`src/rtl/rpr_pkg.sv`:
```
// Shared constants and constant functions for the rotary pair rotator.
// Used by rpr_angle, rpr_cordic, rpr_rotate and rope_pair_rotator; depends on nothing.
package rpr_pkg;

    // Widths fixed by the interface.
    localparam int POS_W   = 13;
    localparam int PAIR_W  = 7;
    localparam int STEP_W  = 24;
    localparam int TRIG_W  = 16;
    localparam int TURN_W  = 32;

    // Exponent split into integer and Q.20 fraction.
    localparam int EXP_W   = PAIR_W + STEP_W;
    localparam int EFRAC_W = 20;
    localparam int EINT_W  = EXP_W - EFRAC_W;

    // Fractional power in Q1.30 and the angle in Q30 radians.
    localparam int POW_W   = 31;
    localparam int FAC_W   = 30;
    localparam int RAD_W   = 43;
    localparam int RAD_LO_W = 22;
    localparam int RAD_HI_W = RAD_W - RAD_LO_W;

    // CORDIC datapath width, Q30 with headroom.
    localparam int CW      = 34;

    localparam logic [STEP_W-1:0] FREQ_STEP_RESET = 24'd217706;
    localparam logic [29:0]       TURN_PER_RAD    = 30'd683565276;
    localparam logic [CW-1:0]     CORDIC_GAIN     = 34'd652032874;
    localparam logic [TURN_W-1:0] QUARTER_TURN    = 32'h4000_0000;
    localparam logic [TURN_W-1:0] THREE_QUARTER   = 32'hC000_0000;
    localparam logic [TURN_W-1:0] HALF_TURN       = 32'h8000_0000;

    // Pipeline depth of the angle front end.
    localparam int ANGLE_LAT = EFRAC_W + 5;

    // Arc tangents in units of 2^-32 turn.
    localparam logic [29:0] ATAN_TURNS [24] = '{
        30'h20000000, 30'h12E4051E, 30'h09FB385B, 30'h051111D4, 30'h028B0D43,
        30'h0145D7E1, 30'h00A2F61E, 30'h00517C55, 30'h0028BE53, 30'h00145F2F,
        30'h000A2F98, 30'h000517CC, 30'h00028BE6, 30'h000145F3, 30'h0000A2FA,
        30'h0000517D, 30'h000028BE, 30'h0000145F, 30'h00000A30, 30'h00000518,
        30'h0000028C, 30'h00000146, 30'h000000A3, 30'h00000051
    };

    // Floor integer square root, evaluated at elaboration only.
    function automatic logic [63:0] isqrt64(input logic [63:0] v_in);
        logic [63:0] v;
        logic [63:0] r;
        logic [63:0] b;
        v = v_in;
        r = '0;
        b = 64'h4000_0000_0000_0000;
        for (int i = 0; i < 32; i++) begin
            if (b > v) begin
                b = b >> 2;
            end
        end
        for (int i = 0; i < 32; i++) begin
            if (b != 64'd0) begin
                if (v >= r + b) begin
                    v = v - (r + b);
                    r = (r >> 1) + b;
                end
                else begin
                    r = r >> 1;
                end
                b = b >> 2;
            end
        end
        return r;
    endfunction

    // Factor 2^(-2^-(j+1)) in Q1.30 for fraction bit 19-j.
    function automatic logic [FAC_W-1:0] pow_factor(input int j);
        logic [63:0] r;
        r = isqrt64(64'd1 << 59);
        for (int i = 0; i < j; i++) begin
            r = isqrt64(r << 30);
        end
        return r[FAC_W-1:0];
    endfunction

endpackage

```
`src/rtl/rpr_cordic.sv`:
```
// Pipelined CORDIC giving cosine and sine in Q1.14 from an angle in turns.
// Depends on rpr_pkg.
module rpr_cordic #(
    parameter int CORDIC_STAGES = 16
) (
    input  logic                                clk,
    input  logic                                rst_n,
    input  logic                                en,
    input  logic                                in_valid,
    input  logic [rpr_pkg::TURN_W-1:0]          turn,
    output logic                                out_valid,
    output logic signed [rpr_pkg::TRIG_W-1:0]   cos_value,
    output logic signed [rpr_pkg::TRIG_W-1:0]   sin_value
);
    import rpr_pkg::*;

    localparam int LAT = CORDIC_STAGES + 2;

    logic [LAT-1:0]        v_reg;
    logic signed [CW-1:0]  x_reg [CORDIC_STAGES+1];
    logic signed [CW-1:0]  y_reg [CORDIC_STAGES+1];
    logic signed [CW-1:0]  z_reg [CORDIC_STAGES+1];
    logic                  flip_reg [CORDIC_STAGES+1];
    logic                  flip_in;
    logic [TURN_W-1:0]     turn_adj;
    logic signed [CW-1:0]  xr;
    logic signed [CW-1:0]  yr;
    logic signed [17:0]    xc;
    logic signed [17:0]    yc;
    logic signed [TRIG_W-1:0] cos_reg;
    logic signed [TRIG_W-1:0] sin_reg;

    always_ff @(posedge clk or negedge rst_n)
    begin
        if (!rst_n)
        begin
            v_reg <= '0;
        end
        else if (en)
        begin
            v_reg <= {v_reg[LAT-2:0], in_valid};
        end
    end

    // Fold the angle into the right half plane by a half turn.
    assign flip_in  = (turn > QUARTER_TURN) && (turn < THREE_QUARTER);
    assign turn_adj = flip_in ? turn + HALF_TURN : turn;

    always_ff @(posedge clk)
    begin
        if (en)
        begin
            x_reg[0]    <= CORDIC_GAIN;
            y_reg[0]    <= '0;
            z_reg[0]    <= {{(CW-TURN_W){turn_adj[TURN_W-1]}}, turn_adj};
            flip_reg[0] <= flip_in;
        end
    end

    // Rotation stages.
    for (genvar i = 0; i < CORDIC_STAGES; i++)
    begin : g_stage
        localparam logic signed [CW-1:0] ATAN = {{(CW-30){1'b0}}, ATAN_TURNS[i]};
        logic signed [CW-1:0] xs;
        logic signed [CW-1:0] ys;
        assign xs = x_reg[i] >>> i;
        assign ys = y_reg[i] >>> i;
        always_ff @(posedge clk)
        begin
            if (en)
            begin
                flip_reg[i+1] <= flip_reg[i];
                if (!z_reg[i][CW-1])
                begin
                    x_reg[i+1] <= x_reg[i] - ys;
                    y_reg[i+1] <= y_reg[i] + xs;
                    z_reg[i+1] <= z_reg[i] - ATAN;
                end
                else
                begin
                    x_reg[i+1] <= x_reg[i] + ys;
                    y_reg[i+1] <= y_reg[i] - xs;
                    z_reg[i+1] <= z_reg[i] + ATAN;
                end
            end
        end
    end

    // Round to Q1.14, clamp to one, and undo the half turn.
    assign xr = x_reg[CORDIC_STAGES] + CW'(32768);
    assign yr = y_reg[CORDIC_STAGES] + CW'(32768);

    always_comb
    begin
        xc = xr[CW-1:16];
        yc = yr[CW-1:16];
        if (xc > 18'sd16384)  xc = 18'sd16384;
        if (xc < -18'sd16384) xc = -18'sd16384;
        if (yc > 18'sd16384)  yc = 18'sd16384;
        if (yc < -18'sd16384) yc = -18'sd16384;
        if (flip_reg[CORDIC_STAGES])
        begin
            xc = -xc;
            yc = -yc;
        end
    end

    always_ff @(posedge clk)
    begin
        if (en)
        begin
            cos_reg <= xc[TRIG_W-1:0];
            sin_reg <= yc[TRIG_W-1:0];
        end
    end

    assign out_valid = v_reg[LAT-1];
    assign cos_value = cos_reg;
    assign sin_value = sin_reg;

endmodule

```
`config.mk`:
```
export PLATFORM = sky130hd
export DESIGN_NAME = rpr_cordic
export DESIGN_NICKNAME = d
export VERILOG_FILES = /design/src/rtl/rpr_pkg.sv /design/src/rtl/rpr_cordic.sv
export SDC_FILE = /design/constraint.sdc
export NUM_CORES = 2
export LEC_CHECK = 0
export ABC_CLOCK_PERIOD_IN_PS = 6900
export BUFFER_PORTS_ARGS = -buffer_cell sky130_fd_sc_hd__buf_2
export CAP_MARGIN = 20
export CORE_ASPECT_RATIO = 1.2
export CORE_MARGIN = 2
export CORE_UTILIZATION = 40
export DETAILED_ROUTE_END_ITERATION = 12
export GPL_ROUTABILITY_DRIVEN = 1
export SYNTH_ARGS = -nofsm -noshare
export SYNTH_HDL_FRONTEND = slang
export SYNTH_SLANG_ARGS = --single-unit
```
`constraint.sdc`:
```
create_clock -name clk -period 6.9 [get_ports clk]
set_input_delay 0.345 -clock clk [delete_from_list [all_inputs] [get_ports clk]]
set_output_delay 0.345 -clock clk [all_outputs]
set_load 0.01 [all_outputs]
```
# Yosys cells after proc, flatten, opt, wreduce, memory -nomap -nowiden
# Memory sizes are Yosys's and may differ from the RTL's.
# Cells that the tools add are included.
# W data, S select, Z words.
[totals]
reg_bits = 50
word_cells = 315
ram_bits = 1751
out_inout_bits = 33
memories = 4
in_bits = 36
[mem_list]
columns = ["memory", "depth", "width", "rd", "rd_clocked_by_memory_dff", "write_ports", "line", "text"]
rows = [
  ["x_reg", 17, 34, 17, 0, 17, "rpr_cordic.sv:20", "logic signed [CW-1:0] x_reg [CORDIC_STAGES+1];"],
  ["y_reg", 17, 34, 17, 0, 17, "rpr_cordic.sv:21", "logic signed [CW-1:0] y_reg [CORDIC_STAGES+1];"],
  ["z_reg", 17, 34, 16, 0, 17, "rpr_cordic.sv:22", "logic signed [CW-1:0] z_reg [CORDIC_STAGES+1];"],
  ["flip_reg", 17, 1, 17, 0, 17, "rpr_cordic.sv:23", "logic flip_reg [CORDIC_STAGES+1];"],
]
[op_classes]
reduce_logical = 1
mux = 153
magnitude_cmp = 6
bitwise_logic = 48
n_addsub = 100
[op_table]
columns = ["cell", "n"]
rows = [
  ["$mux W34", 48],
  ["$add A34 B17 Y34 const B", 3],
  ["$mux W1", 98],
  ["$add A34 B19 Y34", 2],
  ["$add A34 B20 Y34", 2],
  ["$add A34 B21 Y34", 2],
  ["$add A34 B22 Y34", 2],
  ["$add A34 B23 Y34", 2],
  ["$add A34 B24 Y34", 2],
  ["$add A34 B25 Y34", 2],
  ["$add A34 B26 Y34", 2],
  ["$add A34 B27 Y34", 2],
  ["$add A34 B28 Y34", 2],
  ["$add A34 B29 Y34", 2],
  ["$add A34 B30 Y34", 2],
  ["$add A34 B31 Y34", 2],
  ["$add A34 B32 Y34", 2],
  ["$add A34 B33 Y34", 2],
  ["$sub A34 B19 Y34", 2],
  ["$sub A34 B20 Y34", 2],
  ["$sub A34 B21 Y34", 2],
  ["$sub A34 B22 Y34", 2],
  ["$sub A34 B23 Y34", 2],
  ["$sub A34 B24 Y34", 2],
  ["other kinds (53)", 117],
]

# Logic depth before layout (Yosys ltp)
# An unclocked memory read counts as a cell.
[depth]
word_depth = 8
ltp_mapped = 22
depth_no_buf = 22

# Worst setup path before layout
# Ideal clock, no wire load.
[synth_path]
kind = "in2reg"
start = "input en"
end = "memory y_reg[5][32], data pin"
path_buffers = 4
slack_ns = 1.672
setup_ns = 0.135
required_ns = 6.765
t_arrival_ns = 5.094
path_stages = 18
cell_sequence = "clkbuf_1 clkbuf_1 nand2_1 clkbuf_1 clkbuf_1 mux2i_1 fa_1 a21o_1 a21oi_1 o21ai_1 a31oi_1 o31ai_1 a41o_1 a311o_1 a41o_1 o31a_1 or4_1 nand3_1"
[synth_rtl]
columns = ["item", "line", "text"]
rows = [
  ["from (decl)", "rpr_cordic.sv:8", "input logic en,"],
  ["to (decl)", "rpr_cordic.sv:21", ""],
]

==> run metrics <==
outcome complete, no violations; Worst Max-Slew Pin Slew 1.10 ns; die outline width between 500 and 600 um; Synth cell types 93; r2r setup slk 1.09 ns; via count between 90000 and 100k; Non-Filler Instances 17172; setup bufs post-CTS 0; number of max-cap violations 0; fillcell total 30006; H-tree lvl count 4; Synthesized Nets around 14000; row count 224; final core utilization 44.0%; M1 WL roughly 110000 um; Iter 0 DRT Violations 4626; syn avg cell area 9.79 sq um; layout cells sized above 1 4.45%; clk root buf clkbuf_16; Hold/Removal Path Class input pin to register; Slew Viols, Final 0; hold path endpoint z_reg[0][9]; routed len/inst 18.2 um; initial antenna violation count 1; Reg2Reg Launch Point y_reg[11][13]; placed insts 16809; setup ws final about 1.1 ns; Layout area overhead 9.35%; Slew headroom 25.8%; GRT Util Overall 19.2%; synth cell count leaders edfxtp_1, ha_1, a21oi_1; YS warnings 0; #FFs+latches synth 1540; first-pass GRT wire length ~500000 um; post-detailed-route count of antenna-violating nets 0; CTS buffer count 183; Die Ht 617 um; Initial DRT Pass Iterations 5; synthesized cell area about 0.13 sq mm; DR top layer met4; share of the synthesized area in the top cell type 36.5%; critical path capture point type register; Min-Delay Path Depth 2; total clock sinks 1540; Clock transition at path regs 0.06 ns; met3 WL ~7400 um; min Tclk post-route 5.81 ns; CTS Buffer Depth 4; DRC 0; Reg2Reg Depth 18; Worst EP arrival 6.39 ns; NumNets Final 14439; gr ovfl total 0; period utilisation layout between 80% and 90%; vias in the first global route just over 90000; Synth area leader edfxtp_1; RSZ-0062 raised after global routing no; PostCTS Resize Cnt 0; final setup vio count 0; WL met2 172000 um; critical path required time 7.48 ns; Seq/Total Area, Yosys 36.9%; Post-synth EDFFs 1522; Starting Density between 40% and 50%; most frequent cell after synthesis edfxtp_1; Worst Min Path Start turn[9]; Final Hold Viols 0; fraction of registers with async set/reset 1.17%; Syn Inst Count between 10000 and 15000; io pins just under 70; Synth Flop Type edfxtp_1; Core Box Area approximately 0.31 sq mm; Startpoint Class register; Die Area 0.317 sq mm; largest net degree at the start of global routing ~160; vias per cell 5.47; crit-path max FO 8; pre-CTS setup slack 1.06 ns; CTS tree done; post-DP HPWL approximately 250000 um; Crit Path Category register to register; final wirelength 313000 um; Worst R2R End x_reg[12][29]; Worst-Skew Late Latency 0.90 ns; clk_skew 0.0825 ns; Synth area leaders edfxtp_1, ha_1, xnor2_1, a21oi_1, xor2_1; Fmax 0.172 GHz; setup TNS 0 ns; IO Port Bufs 68; max FFs per register 508; RD Place Congestion 0.959
==> critical path, stage by stage, from the launching register on <==
cell and delay (ns):
edfxtp_1 0.55, nor2_1 0.26, nor4b_1 0.66, nor2b_1 0.59, nand3b_1 0.22, o31ai_1 0.29
xnor2_1 0.21, ha_1 0.31, inv_1 0.19, nor2_1 0.07, o21ai_0 0.15, o21ai_0 0.11
a211o_1 0.27, a31oi_1 0.56, a31oi_1 0.24, or2_1 0.30, a221o_1 0.30, a21oi_1 0.17
xnor2_1 0.08
==> cells by family after synthesis <==
logic type,after synthesis,share of synthesized area (%)
compound gates,3828,19.5
mux,109,0.921
flops,1540,36.9
xor+xnor,1871,13.1
simple gates,3291,12.8
buf+inv,694,2.08
fa+ha+maj,1439,14.6
==> routing by layer <==
layer | vias up | GRT usage, %
li1 | 48053 | -
met1 | 43516 | 18.5
met2 | 1495 | 38.7
met3 | 833 | 1.92
met4 | 0 | 11.6
met5 | - | 0
==> through the flow <==
stage,hold WS (ns),cell area (sq um)
after CTS,0.103,137000
after global routing,0.148,137000
final,0.173,137000
after detailed placement,0.287,131000
after floorplan,0.0494,125000
after global placement,0.289,131000
==> layout make-up <==
cell class	count	area, sq um	share of cell area (%)
multi-input combinational	10538	76400	55.8
sequential	1540	46200	33.7
tap	4068	5090	3.72
clock buffer	217	4820	3.53
inverter	504	1890	1.38
timing repair buffer	197	1430	1.04
clock inverter	105	1030	0.754
antenna	3	7.51	0.00549
==> how the worst max path moves through the flow <==
stage | from | end | cells past startpoint
floorplan | en | y_reg[5][32] | 18
global placement | en | z_reg[2][32] | 16
detailed placement | en | z_reg[2][32] | 16
CTS | y_reg[11][13] | x_reg[12][29] | 18
global route | y_reg[7][10] | x_reg[8][32] | 18
finish | y_reg[11][13] | x_reg[12][29] | 18
==> repair_timing <==
action | in CTS | in global routing
hold endpoints to repair | 93 | 0
hold buffers | 36 | 0
setup endpoints to repair | 0 | 0
==> layout by cell type, fill, tap and decap left out, drive strengths merged, types with 513 or more instances in the layout <==
master and count:
xor2 617, xnor2 1253, a21o 632, edfxtp 1522, ha 1397, nand2 691
nor2 975, inv 513, a21oi 1277, o21ai 681
Power is not shown: default switching activity piles up to over one toggle a cycle in this logic, so the estimate is an artifact.
